<file path="src/rtl/core/dertlv_pkg.sv">
// Package for the DER TLV header parser: phase and status codes, the result
// record and the parser-to-buffer hand-off struct. No dependencies.
`timescale 1ns / 1ps

package dertlv_pkg;

    // Longest long-form length field accepted, in bytes
    localparam int unsigned MAX_LENGTH_BYTES = 4;

    // Identifier octet: low five bits all ones marks a multi-byte tag
    localparam logic [4:0] TAG_MULTI_MASK  = 5'h1F;
    localparam int unsigned CONSTRUCTED_BIT = 5;
    localparam int unsigned LONG_FORM_BIT   = 7;

    // Output beat: 76 bits of fields padded to 80
    localparam int unsigned TDATA_W = 80;

    typedef enum logic [2:0] {
        PH_TAG       = 3'd0,
        PH_LEN       = 3'd1,
        PH_LONG      = 3'd2,
        PH_CONTENT   = 3'd3,
        PH_END       = 3'd4,
        PH_ERR_TAG   = 3'd5,
        PH_ERR_LEN   = 3'd6,
        PH_ERR_TRUNC = 3'd7
    } phase_t;

    typedef enum logic [2:0] {
        ST_HEADER    = 3'd0,
        ST_END       = 3'd1,
        ST_MULTI_TAG = 3'd2,
        ST_BAD_LEN   = 3'd3,
        ST_TRUNC     = 3'd4
    } status_t;

    typedef struct packed {
        status_t     status;
        logic [7:0]  tag_byte;
        logic        constructed;
        logic [31:0] content_length;
        logic [2:0]  header_length;
        logic [31:0] value_offset;
        logic        last_of_run;
    } result_t;

    // Results raised by one byte: none, one or two
    typedef struct packed {
        logic        valid;
        logic [1:0]  n_res;
        result_t     res0;
        result_t     res1;
    } parse_out_t;

    // Status-only result record (fields other than status, offset and last_of_run are zero)
    function automatic result_t make_status(status_t st, logic [31:0] offset);
        result_t r;
        r                = '0;
        r.status         = st;
        r.value_offset   = offset;
        r.last_of_run    = 1'b1;
        return r;
    endfunction

    // Status repeated by a sticky phase
    function automatic status_t sticky_status(phase_t ph);
        status_t st;
        unique case (ph)
            PH_ERR_TAG:   st = ST_MULTI_TAG;
            PH_ERR_LEN:   st = ST_BAD_LEN;
            PH_ERR_TRUNC: st = ST_TRUNC;
            default:      st = ST_END;
        endcase
        return st;
    endfunction

endpackage

</file>
<file path="src/rtl/core/dertlv_parser.sv">
// Byte-at-a-time DER header parser: holds the parse state and works out the
// results of each accepted byte in one pass. Depends on dertlv_pkg.
`timescale 1ns / 1ps

module dertlv_parser (
    input  logic                  clk,
    input  logic                  rst_n,
    input  logic                  cfg_we,
    input  logic [31:0]           cfg_wdata,
    input  logic                  byte_valid,
    input  logic [7:0]            byte_data,
    output dertlv_pkg::parse_out_t pout
);

    dertlv_pkg::phase_t phase_reg, phase_next;
    logic [31:0] region_len_reg;
    logic [31:0] offset_reg, offset_next;
    logic [7:0]  tag_reg, tag_next;
    logic [31:0] acc_reg, acc_next;
    logic [2:0]  len_left_reg, len_left_next;
    logic [2:0]  hdr_seen_reg, hdr_seen_next;
    logic [31:0] content_left_reg, content_left_next;
    logic [31:0] vstart_reg, vstart_next;

    logic [31:0] offset_inc;
    logic [31:0] rem;
    logic [31:0] rem_after;
    logic [6:0]  lf_count;
    logic        hd_go;
    logic [31:0] hd_len;
    logic        vd_go;
    logic        vd_emit;
    dertlv_pkg::status_t vd_status;
    dertlv_pkg::phase_t  vd_phase;

    // Next state and results for the byte on the input
    always_comb
    begin
        phase_next        = phase_reg;
        offset_next       = offset_reg;
        tag_next          = tag_reg;
        acc_next          = acc_reg;
        len_left_next     = len_left_reg;
        hdr_seen_next     = hdr_seen_reg;
        content_left_next = content_left_reg;
        vstart_next       = vstart_reg;
        pout.valid        = byte_valid;
        pout.n_res        = 2'd0;
        pout.res0         = dertlv_pkg::make_status(dertlv_pkg::ST_END, vstart_reg);
        pout.res1         = dertlv_pkg::make_status(dertlv_pkg::ST_END, vstart_reg);
        hd_go             = 1'b0;
        hd_len            = '0;
        vd_go             = 1'b0;

        offset_inc = offset_reg + 32'd1;
        rem        = (offset_reg >= region_len_reg) ? '0 : region_len_reg - offset_reg;
        rem_after  = (rem == '0) ? '0 : rem - 32'd1;
        lf_count   = byte_data[6:0];

        // Region end check after a value finishes (offset already advanced)
        vd_emit   = (rem_after == 32'd0) || (rem_after == 32'd1);
        vd_status = (rem_after == 32'd0) ? dertlv_pkg::ST_END : dertlv_pkg::ST_TRUNC;
        vd_phase  = (rem_after == 32'd0) ? dertlv_pkg::PH_END : dertlv_pkg::PH_ERR_TRUNC;

        unique case (phase_reg)
            dertlv_pkg::PH_TAG:
            begin
                vstart_next = offset_reg;
                if (rem == 32'd0)
                begin
                    phase_next = dertlv_pkg::PH_END;
                    pout.n_res = 2'd1;
                    pout.res0  = dertlv_pkg::make_status(dertlv_pkg::ST_END, offset_reg);
                end
                else if (rem == 32'd1)
                begin
                    phase_next = dertlv_pkg::PH_ERR_TRUNC;
                    pout.n_res = 2'd1;
                    pout.res0  = dertlv_pkg::make_status(dertlv_pkg::ST_TRUNC, offset_reg);
                end
                else if (byte_data[4:0] == dertlv_pkg::TAG_MULTI_MASK)
                begin
                    phase_next = dertlv_pkg::PH_ERR_TAG;
                    pout.n_res = 2'd1;
                    pout.res0  = dertlv_pkg::make_status(dertlv_pkg::ST_MULTI_TAG,
                                                         offset_reg);
                end
                else
                begin
                    tag_next      = byte_data;
                    offset_next   = offset_inc;
                    hdr_seen_next = 3'd1;
                    phase_next    = dertlv_pkg::PH_LEN;
                end
            end
            dertlv_pkg::PH_LEN:
            begin
                offset_next   = offset_inc;
                hdr_seen_next = 3'd2;
                if (!byte_data[dertlv_pkg::LONG_FORM_BIT])
                begin
                    hd_go  = 1'b1;
                    hd_len = {24'd0, byte_data};
                end
                else if ((lf_count == 7'd0) ||
                         (lf_count > 7'(dertlv_pkg::MAX_LENGTH_BYTES)))
                begin
                    phase_next = dertlv_pkg::PH_ERR_LEN;
                    pout.n_res = 2'd1;
                    pout.res0  = dertlv_pkg::make_status(dertlv_pkg::ST_BAD_LEN, vstart_reg);
                end
                else if ({25'd0, lf_count} > rem_after)
                begin
                    phase_next = dertlv_pkg::PH_ERR_TRUNC;
                    pout.n_res = 2'd1;
                    pout.res0  = dertlv_pkg::make_status(dertlv_pkg::ST_TRUNC, vstart_reg);
                end
                else
                begin
                    acc_next      = '0;
                    len_left_next = lf_count[2:0];
                    phase_next    = dertlv_pkg::PH_LONG;
                end
            end
            dertlv_pkg::PH_LONG:
            begin
                acc_next      = {acc_reg[23:0], byte_data};
                offset_next   = offset_inc;
                hdr_seen_next = hdr_seen_reg + 3'd1;
                len_left_next = len_left_reg - 3'd1;
                if (len_left_next == 3'd0)
                begin
                    hd_go  = 1'b1;
                    hd_len = acc_next;
                end
            end
            dertlv_pkg::PH_CONTENT:
            begin
                offset_next       = offset_inc;
                content_left_next = content_left_reg - 32'd1;
                if (content_left_next == 32'd0)
                begin
                    vd_go = 1'b1;
                end
            end
            dertlv_pkg::PH_END, dertlv_pkg::PH_ERR_TAG,
            dertlv_pkg::PH_ERR_LEN, dertlv_pkg::PH_ERR_TRUNC:
            begin
                pout.n_res = 2'd1;
                pout.res0  = dertlv_pkg::make_status(
                                 dertlv_pkg::sticky_status(phase_reg), vstart_reg);
            end
        endcase

        // Header complete: report it, or flag truncation
        if (hd_go)
        begin
            if (hd_len > rem_after)
            begin
                phase_next = dertlv_pkg::PH_ERR_TRUNC;
                pout.n_res = 2'd1;
                pout.res0  = dertlv_pkg::make_status(dertlv_pkg::ST_TRUNC, vstart_reg);
            end
            else
            begin
                pout.n_res                = 2'd1;
                pout.res0.status          = dertlv_pkg::ST_HEADER;
                pout.res0.tag_byte        = tag_reg;
                pout.res0.constructed     = tag_reg[dertlv_pkg::CONSTRUCTED_BIT];
                pout.res0.content_length  = hd_len;
                pout.res0.header_length   = hdr_seen_next;
                pout.res0.value_offset    = vstart_reg;
                pout.res0.last_of_run     = 1'b1;
                content_left_next         = hd_len;
                if (hd_len == 32'd0)
                begin
                    // Empty content: value ends with its header
                    phase_next  = dertlv_pkg::PH_TAG;
                    vstart_next = offset_inc;
                    if (vd_emit)
                    begin
                        phase_next             = vd_phase;
                        pout.n_res             = 2'd2;
                        pout.res0.last_of_run  = 1'b0;
                        pout.res1 = dertlv_pkg::make_status(vd_status, offset_inc);
                    end
                end
                else
                begin
                    phase_next = dertlv_pkg::PH_CONTENT;
                end
            end
        end

        // Last content byte: back to tag, or report the region end
        if (vd_go)
        begin
            phase_next  = dertlv_pkg::PH_TAG;
            vstart_next = offset_inc;
            if (vd_emit)
            begin
                phase_next = vd_phase;
                pout.n_res = 2'd1;
                pout.res0  = dertlv_pkg::make_status(vd_status, offset_inc);
            end
        end
    end

    // Parse state; a region length write restarts at offset zero
    always_ff @(posedge clk or negedge rst_n)
    begin
        if (!rst_n)
        begin
            phase_reg        <= dertlv_pkg::PH_TAG;
            region_len_reg   <= '0;
            offset_reg       <= '0;
            tag_reg          <= '0;
            acc_reg          <= '0;
            len_left_reg     <= '0;
            hdr_seen_reg     <= '0;
            content_left_reg <= '0;
            vstart_reg       <= '0;
        end
        else if (cfg_we)
        begin
            phase_reg        <= dertlv_pkg::PH_TAG;
            region_len_reg   <= cfg_wdata;
            offset_reg       <= '0;
            tag_reg          <= '0;
            acc_reg          <= '0;
            len_left_reg     <= '0;
            hdr_seen_reg     <= '0;
            content_left_reg <= '0;
            vstart_reg       <= '0;
        end
        else if (byte_valid)
        begin
            phase_reg        <= phase_next;
            offset_reg       <= offset_next;
            tag_reg          <= tag_next;
            acc_reg          <= acc_next;
            len_left_reg     <= len_left_next;
            hdr_seen_reg     <= hdr_seen_next;
            content_left_reg <= content_left_next;
            vstart_reg       <= vstart_next;
        end
    end

endmodule

</file>
<file path="src/rtl/core/dertlv_out_buf.sv">
// Four-entry result buffer: takes up to two results a cycle from the parser
// and hands them out one beat at a time. Depends on dertlv_pkg.
`timescale 1ns / 1ps

module dertlv_out_buf (
    input  logic                   clk,
    input  logic                   rst_n,
    input  dertlv_pkg::parse_out_t pin,
    output logic                   room,
    output logic                   out_valid,
    input  logic                   out_ready,
    output dertlv_pkg::result_t    out_res,
    output logic [2:0]             level
);

    dertlv_pkg::result_t entry_reg [4];
    logic [1:0] wr_ptr_reg, wr_ptr_next;
    logic [1:0] rd_ptr_reg, rd_ptr_next;
    logic [2:0] count_reg, count_next;
    logic       pop;
    logic [2:0] n_push;
    logic [1:0] wr_ptr_b;

    // Space for a worst-case byte (two results)
    assign room      = (count_reg <= 3'd2);
    assign out_valid = (count_reg != 3'd0);
    assign out_res   = entry_reg[rd_ptr_reg];
    assign level     = count_reg;

    assign pop      = out_valid && out_ready;
    assign n_push   = pin.valid ? {1'b0, pin.n_res} : 3'd0;
    assign wr_ptr_b = wr_ptr_reg + 2'd1;

    // Pointer and fill level update
    always_comb
    begin
        wr_ptr_next = wr_ptr_reg + n_push[1:0];
        rd_ptr_next = rd_ptr_reg + {1'b0, pop};
        count_next  = count_reg + n_push - {2'b00, pop};
    end

    always_ff @(posedge clk or negedge rst_n)
    begin
        if (!rst_n)
        begin
            wr_ptr_reg <= '0;
            rd_ptr_reg <= '0;
            count_reg  <= '0;
        end
        else
        begin
            wr_ptr_reg <= wr_ptr_next;
            rd_ptr_reg <= rd_ptr_next;
            count_reg  <= count_next;
        end
    end

    // Result storage
    always_ff @(posedge clk)
    begin
        if (n_push != 3'd0)
        begin
            entry_reg[wr_ptr_reg] <= pin.res0;
        end
        if (n_push == 3'd2)
        begin
            entry_reg[wr_ptr_b] <= pin.res1;
        end
    end

endmodule

</file>
<file path="src/rtl/core/der_tlv_header_parser_unit.sv">
// DER TLV header parser, top level: byte stream in, header and status records out.
// Depends on dertlv_pkg, dertlv_parser and dertlv_out_buf.
`timescale 1ns / 1ps

// Usage
//   s_* : one region byte per beat, s_tdata[7:0].
//   m_* : one result per beat; tuser carries the status, tlast marks the last
//         result raised by one input byte.
//   cfg_we / cfg_wdata : region length; a write restarts parsing at offset 0.
//   Write it only while no result is pending.
// Timing
//   A byte is taken in every cycle while s_tready is high. Its results are
//   registered in a four-entry buffer and go out on m_* in order.
//   Most bytes raise no result; a header raises one, or two when the value
//   also closes the region. Sustained rate is one byte per cycle, bounded
//   only by the output side taking one result per cycle.
//   s_tready drops while fewer than two buffer entries are free, so a stalled
//   receiver holds the source off after at most three further result-bearing
//   bytes; nothing is lost.
// Reset
//   rst_n clears the parse state, the region length (to zero) and the buffer.
module der_tlv_header_parser_unit (
    input  logic        clk,
    input  logic        rst_n,
    input  logic        cfg_we,
    input  logic [31:0] cfg_wdata,
    input  logic        s_tvalid,
    output logic        s_tready,
    input  logic [7:0]  s_tdata,   // [7:0] data_byte
    output logic        m_tvalid,
    input  logic        m_tready,
    output logic [dertlv_pkg::TDATA_W-1:0] m_tdata,
                                   // [7:0] tag_byte, [8] constructed,
                                   // [40:9] content_length, [43:41] header_length,
                                   // [75:44] value_offset, [79:76] zero
    output logic [2:0]  m_tuser,   // [2:0] status
    output logic        m_tlast    // last_of_run
);

    dertlv_pkg::parse_out_t pout;
    dertlv_pkg::result_t    head;
    logic                   accept;
    logic                   room;
    logic [2:0]             level;

    assign s_tready = room;
    assign accept   = s_tvalid && room;

    // Parse state and per-byte result generation
    dertlv_parser u_parser (
        .clk        (clk),
        .rst_n      (rst_n),
        .cfg_we     (cfg_we),
        .cfg_wdata  (cfg_wdata),
        .byte_valid (accept),
        .byte_data  (s_tdata),
        .pout       (pout)
    );

    // Result buffer towards the output stream
    dertlv_out_buf u_out_buf (
        .clk       (clk),
        .rst_n     (rst_n),
        .pin       (pout),
        .room      (room),
        .out_valid (m_tvalid),
        .out_ready (m_tready),
        .out_res   (head),
        .level     (level)
    );

    // Output beat packing
    assign m_tdata = {4'd0, head.value_offset, head.header_length,
                      head.content_length, head.constructed, head.tag_byte};
    assign m_tuser = head.status;
    assign m_tlast = head.last_of_run;

`ifndef ASSERT_OFF
    // Buffer never overfills
    a_level_bound: assert property (@(posedge clk) disable iff (!rst_n)
        level <= 3'd4)
        else $error("result buffer overfilled");

    // Header records carry a header length of 2 to 6
    a_hdr_len: assert property (@(posedge clk) disable iff (!rst_n)
        (m_tvalid && m_tuser == dertlv_pkg::ST_HEADER) |->
        (m_tdata[43:41] >= 3'd2 && m_tdata[43:41] <= 3'd6))
        else $error("header length out of range");

    // Status records carry no tag, length or header length
    a_status_zero: assert property (@(posedge clk) disable iff (!rst_n)
        (m_tvalid && m_tuser != dertlv_pkg::ST_HEADER) |->
        (m_tdata[43:0] == 44'd0 && m_tlast))
        else $error("status record with header fields set");

    // A byte with no buffer room is never taken
    a_no_push_full: assert property (@(posedge clk) disable iff (!rst_n)
        (level > 3'd2) |-> !accept)
        else $error("byte accepted without buffer room");
`endif

endmodule
</file>
<file path="config.mk">
export PLATFORM = sky130hd
export DESIGN_NAME = der_tlv_header_parser_unit
export DESIGN_NICKNAME = d
export VERILOG_FILES = /design/src/rtl/core/dertlv_pkg.sv /design/src/rtl/core/dertlv_parser.sv /design/src/rtl/core/dertlv_out_buf.sv /design/src/rtl/core/der_tlv_header_parser_unit.sv
export SDC_FILE = /design/constraint.sdc
export NUM_CORES = 1
export LEC_CHECK = 0
export BUFFER_PORTS_ARGS = -buffer_cell sky130_fd_sc_hd__buf_2
export CAP_MARGIN = 40
export CORE_MARGIN = 2
export CORE_UTILIZATION = 60
export DETAILED_ROUTE_END_ITERATION = 8
export PLACE_DENSITY_LB_ADDON = 0.25
export SYNTH_ARGS = -nofsm -noshare
export SYNTH_HDL_FRONTEND = slang
export SYNTH_SLANG_ARGS = --single-unit
</file>
<file path="constraint.sdc">
create_clock -name clk -period 15.1 [get_ports clk]
set_input_delay 1.51 -clock clk [delete_from_list [all_inputs] [get_ports clk]]
set_output_delay 1.51 -clock clk [all_outputs]
set_load 0.02 [all_outputs]
</file>
==> metrics, run 1 <==
# Max-Cap Violations 0; Die Ht 225.9 um; cts hold-fix bufs 0; Syn Inst Count 3180; root buf cell clkbuf_16; largest net degree at the start of global routing 100; final net count 3286; RSZ-0062 raised after global routing false; cts repair resizes 0; Skew-Pair Late Insertion Delay 0.62 ns; ys async rst share 35.77%; Worst path slowest cell dfrtp_1; endpoints failing setup 0; Pins Over Slew Limit 0; sequential area share after synthesis 40.92%; Synth Area per Inst 9.292 um^2; router iterations before antenna repair 6; CP arrival 9.87 ns; Area Growth Syn to Fin 8.956%; GRT Resource Usage Total 35.77%; most frequent cells in the layout 431 x nand2_1, 230 x nor2_1, 187 x mux2i_1; startpoint types flip-flop; Largest stage delay, worst path 0.66 ns; share of layout cells above drive strength 1 12.99%; DP Cell Count 3765; initial drt markers 3240; port buffer count 126; TritonCTS clock tree done; max reg flops 316; post-route DRC violation count 0; CTS Buf Count 51; ANT nets after route 0; clock buffer depth 3; Post-Syn Area 29550 um^2; initial antenna violation count 0; Worst Skew 0.03082 ns; Clock transition at path regs 0.06 ns; diode count 0; Post CTS Setup Buffer Count 0; number of global-route vias before repair 24.49k; final hold violation count 0; Tightest Pin Transition 0.9239 ns; LEAKAGE 0.01338 uW; period utilization 63.81%; worst min-delay path category flip-flop to flip-flop; Post-synth top flop dfxtp_1; placed cell areas 30510 um^2; gr ovfl total 0; Core Footprint 48750 um^2; Cell Count, Final, Fillers Out 3859; via count 25.82k; htree depth 2; power per cell area 140.6 nW/um^2; I/O pins 131; first-pass GRT wire length 141700 um; relative slew slack 37.75%; peak supply drop 0.08936 mV; # clock sinks 492; CP max FO 48; Post-synth EDFFs 136; initial core utilization 60.61%; WS Path Type flip-flop to flip-flop; Die Span X 225.9 um; FF+latch count, synth 492; Setup crit end kind flip-flop; fillcell total 3788; post-layout min period 9.635 ns; leading cell type in the layout, fill and taps excluded nand2_1; vias per cell 6.691; die area 51040 um^2; fmax 103.8 MHz; wire per inst 23.78 um; status complete, no violations; CP dominant cell by count buf_4; Syn. warnings 0; Fin Setup TNS 0 ns; Worst Path Required 15.34 ns; Core Rows 81; Final Cell Area 32190 um^2; final wirelength 91780 um; RePlAce Congestion 0.9620; Distinct cells, synth 89; post-DP HPWL 63350 um
==> power breakdown <==
| part | leakage [uW] | total, uW | internal, uW | switching (uW) |
|---|---|---|---|---|
| Sequential | 0.00514 | 1580 | 1470 | 104 |
| Combinational | 0.00741 | 1690 | 608 | 1080 |
| Clock | 0.000833 | 1260 | 722 | 540 |
==> final timing paths <==
| path | from | endpoint | slack, ns | depth (start not counted) |
|---|---|---|---|---|
| min in group asynchronous | rst_n | u_parser.region_len_reg[14] | 0.83 | 1 |
| min | u_out_buf.entry_reg[2][59] | u_out_buf.entry_reg[2][59] | 0.46 | 2 |
| max reg2reg | u_parser.offset_reg[0] | u_out_buf.entry_reg[1][79] | 5.46 | 30 |
| max in group asynchronous | rst_n | u_out_buf.rd_ptr_reg[0] | 12.15 | 3 |
| min reg2reg | u_out_buf.entry_reg[2][59] | u_out_buf.entry_reg[2][59] | 0.46 | 2 |
| max | u_parser.offset_reg[0] | u_out_buf.entry_reg[1][79] | 5.46 | 30 |
==> area by class of cell <==
| cell class | instances | area [um^2] | share of cell area (%) |
|---|---|---|---|
| multi-input combinational | 2359 | 16160 | 50.19 |
| sequential | 492 | 12100 | 37.58 |
| clock buffer | 75 | 1531 | 4.757 |
| timing repair buffer | 173 | 1131 | 3.513 |
| tap | 664 | 830.8 | 2.581 |
| inverter | 77 | 289.0 | 0.8977 |
| clock inverter | 19 | 153.9 | 0.4780 |
==> synth_stat cells (85+ instances only) <==
cell      number  area share (%)
nand3_1       94             1.6
clkbuf_1     177             2.2
nand2_1      433             5.5
ha_1          85             3.6
o22ai_1      129             2.7
nor2_1       230             2.9
dfrtp_1      176              15
a21oi_1      171             2.9
edfxtp_1     136              14
mux2i_1      187             6.3
dfxtp_1      180              12
o21ai_0      157             2.7
==> stage by stage <==
step | hold WS, ns | worst slack, ns | util [%] | power, uW
2_1_floorplan | 0.4353 | 7.220 | - | 2744
3_3_place_gp | 0.4408 | 5.762 | 62.14 | 3199
4_1_cts | 0.4591 | 5.665 | 66.04 | 4504
3_5_place_dp | 0.4508 | 5.710 | 62.59 | 3250
5_1_grt | 0.4744 | 4.800 | 66.04 | 4725
6_report | 0.4595 | 5.465 | 66.04 | 4527
==> metal layers <==
layer | wire length [um] | part of all wire, % | vias to the layer above | global-route usage, %
met4 | 2412 | 2.6 | 0 | 10.10
met1 | 38610 | 42 | 12556 | 51.77
met5 | 0 | 0 | - | 0
met3 | 9569 | 10 | 208 | 6.948
li1 | - | - | 11605 | -
met2 | 41180 | 45 | 1453 | 54.74
==> critical path, delay by kind of cell (launching register included) <==
family | cells | cell delay [ns]
XOR/XNOR | 1 | 0.21
flip-flops | 1 | 0.66
buffers and inverters | 6 | 1.85
adder cells (fa/ha/maj) | 4 | 1.36
AO/OA/AOI/OAI | 7 | 2.56
AND/OR/NAND/NOR | 12 | 2.50
==> logic make-up after synthesis <==
| logic type | count (synthesis) | share of synthesized area [%] |
|---|---|---|
| flip-flops | 492 | 40.92 |
| multiplexers | 301 | 13.69 |
| AO/OA/AOI/OAI | 774 | 16.76 |
| adder cells (fa/ha/maj) | 87 | 3.735 |
| XOR/XNOR | 94 | 2.786 |
| buffers and inverters | 332 | 4.683 |
| AND/OR/NAND/NOR | 1099 | 17.41 |
| other | 1 | 0.01269 |
(Power assumes the default switching activity.)
==> run 2: changes to the inputs <==
==> constraint.sdc (replaced) <==
create_clock -name clk -period 9.5 [get_ports clk]
set_input_delay 0.95 -clock clk [delete_from_list [all_inputs] [get_ports clk]]
set_output_delay 0.95 -clock clk [all_outputs]
set_load 0.02 [all_outputs]
==> metrics, run 2 (same netlist as run 1, synthesis figures left out) <==
vias per cell 6.802 (+1.7%); Largest stage delay, worst path 0.73 ns (+0.07 ns); endpoints failing setup 0 (unchanged); power per cell area 228.5 nW/um^2 (+63%); fillcell total 3757 (-0.82%); Tightest Pin Transition 0.9754 ns (+0.05145 ns); post-DP HPWL 63940 um (+0.93%); peak supply drop 0.1556 mV (+74%); clock buffer depth 3 (unchanged); max reg flops 316 (unchanged); wire per inst 24.10 um (+1.3%); share of layout cells above drive strength 1 13.58% (+0.59 points); R2R Path Start u_parser.offset_reg[11]; status complete, no violations; initial core utilization 60.61% (unchanged); final wirelength 93370 um (+1.7%); ANT nets after route 0 (unchanged); worst reg-to-reg setup slack 0.75 ns (-4.72 ns); initial antenna violation count 0 (unchanged); CP max FO 22 (-54%); Worst R2R End u_out_buf.level[2]; Power Internal 4607 uW (+64%); post-layout min period 8.754 ns (-0.8813 ns); RePlAce Congestion 0.9991 (+3.9%); Clock transition at path regs 0.06 ns (about the same); CP arrival 9.25 ns (-0.62 ns); cts hold-fix bufs 0 (unchanged); Worst Skew 0.01861 ns (-0.01222 ns); die area 51040 um^2 (unchanged); Worst path slowest cell or4_1; startpoint types flip-flop; final hold violation count 0 (unchanged); final net count 3300 (+0.43%); GRT Resource Usage Total 36.06% (+0.29 points); initial drt markers 3295 (+1.7%); RSZ-0062 raised after global routing false; CTS Buf Count 53 (+3.9%); relative slew slack 34.29% (-3.5 points); Fin Setup TNS 0 ns (unchanged); Pins Over Slew Limit 0 (unchanged); Register-to-Register Path Depth 31 (+3.3%); Worst Path Required 10.00 ns (-5.34 ns); Cell Count, Final, Fillers Out 3874 (+0.39%); period utilization 92.15% (+28 points); worst min-delay path category primary input to async pin; CP dominant cell by count o21a_1; post-route DRC violation count 0 (unchanged); port buffer count 126 (unchanged); leading cell type in the layout, fill and taps excluded nand2_1; # Max-Cap Violations 0 (unchanged); switch share 37.87% (-0.26 points); Logic pwr share 36.9% (-0.4 points); WS Path Type flip-flop to flip-flop; TritonCTS clock tree done; number of global-route vias before repair 24.97k (+2.0%); Area Growth Syn to Fin 9.807%; Sw Pwr 2808 uW (+63%); Core Rows 81 (unchanged); Skew-Pair Late Insertion Delay 0.62 ns (about the same); Core Footprint 48750 um^2 (unchanged); Sequential Power Share 33.7% (-1.1 points); LEAKAGE 0.01352 uW (+1.1%); most frequent cells in the layout 431 x nand2_1, 230 x nor2_1, 187 x mux2i_1; htree depth 2 (unchanged); fmax 114.2 MHz (+10%); # clock sinks 492 (unchanged); first-pass GRT wire length 142900 um (+0.91%); I/O pins 131 (unchanged); gr ovfl total 0 (unchanged); Die Ht 225.9 um (unchanged); Clk pwr share 29.4% (+1.5 points); largest net degree at the start of global routing 112 (+12%); diode count 0 (unchanged); root buf cell clkbuf_16; Setup crit end kind flip-flop; Die Span X 225.9 um (unchanged); router iterations before antenna repair 6 (unchanged); DP Cell Count 3777 (+0.32%); via count 26.35k (+2.0%)
-- run 2: cell types whose count changed in the layout (fill, tap and decap cells not counted), sizes merged --
cell	delta
buf	+12
clkbuf	-7
bufinv	+6
inv	+4
clkinv	-2
clkinvlp	+2
-- run 2: what timing repair did --
| item | 4_1_cts | 5_1_grt |
|---|---|---|
| hold endpoints to repair | 0 | 0 |
| resized for setup | 0 | 1 |
| buffers inserted | 0 | 0 |
| setup endpoints to repair | 0 | 4 |
-- run 2: how the worst max path moves through the flow --
stage / cells past startpoint / slack [ns] / endpoint / from
CTS: 29 / 0.81 / u_out_buf.entry_reg[0][60] / u_parser.offset_reg[11]
global placement: 31 / 1.10 / u_out_buf.level[2] / u_parser.offset_reg[11]
floorplan: 33 / 1.62 / u_out_buf.entry_reg[0][10] / u_parser.offset_reg[11]
detailed placement: 31 / 0.87 / u_out_buf.level[2] / u_parser.offset_reg[11]
finish: 31 / 0.75 / u_out_buf.level[2] / u_parser.offset_reg[11]
global route: 31 / 0.07 / u_out_buf.level[2] / u_parser.offset_reg[11]
-- run 2: area by class of cell --
| type | count | area (um^2) | area share (%) |
|---|---|---|---|
| Multi-Input combinational cell | 2359 | 16150 | 49.78 |
| Sequential cell | 492 | 12100 | 37.29 |
| Clock buffer | 68 | 1464 | 4.512 |
| Timing Repair Buffer | 185 | 1255 | 3.868 |
| Tap cell | 664 | 830.8 | 2.561 |
| Clock inverter | 29 | 356.6 | 1.099 |
| Inverter | 77 | 289.0 | 0.8908 |
-- run 2: routing by layer --
metal	track usage, %	vias up	wire length [um]
met5	0	-	0
met4	12.31	0	3017
met3	6.844	222	10180
met2	55.91	1621	42180
met1	50.85	12865	37980
li1	-	11643	-
-- run 2: metrics by stage --
step / setup WS, ns / utilization [%] / total power [uW] / cell area, um^2 / hold slack (ns)
floorplan: 1.620 / - / 4361 / 29560 / 0.4353
global placement: 1.101 / 62.29 / 5112 / 30370 / 0.4415
detailed placement: 0.8677 / 62.82 / 5199 / 30620 / 0.4517
CTS: 0.8147 / 66.55 / 7371 / 32440 / 0.2713
global route: 0.06788 / 66.56 / 7722 / 32450 / 0.2981
finish: 0.7458 / 66.56 / 7415 / 32450 / 0.2612
-- run 2: worst max-delay path: cells and delay by family, from the launching register on --
family,cells,cell delay (ns)
AOI/OAI and AO/OA,15,3.44
xor gates and xnor gates,1,0.15
adders and majority gates,4,1.40
buffers and inverters,2,0.19
DFF,1,0.53
and+or+nand+nor,9,2.91
-- run 2: power by group through the flow --
| stage | Clock, uW | Sequential (uW) | Combinational (uW) |
|---|---|---|---|
| floorplan | 0 | 2440 | 1920 |
| global placement | 0 | 2530 | 2590 |
| detailed placement | 0 | 2540 | 2660 |
| CTS | 2190 | 2500 | 2680 |
| global route | 2270 | 2520 | 2930 |
| finish | 2180 | 2500 | 2740 |
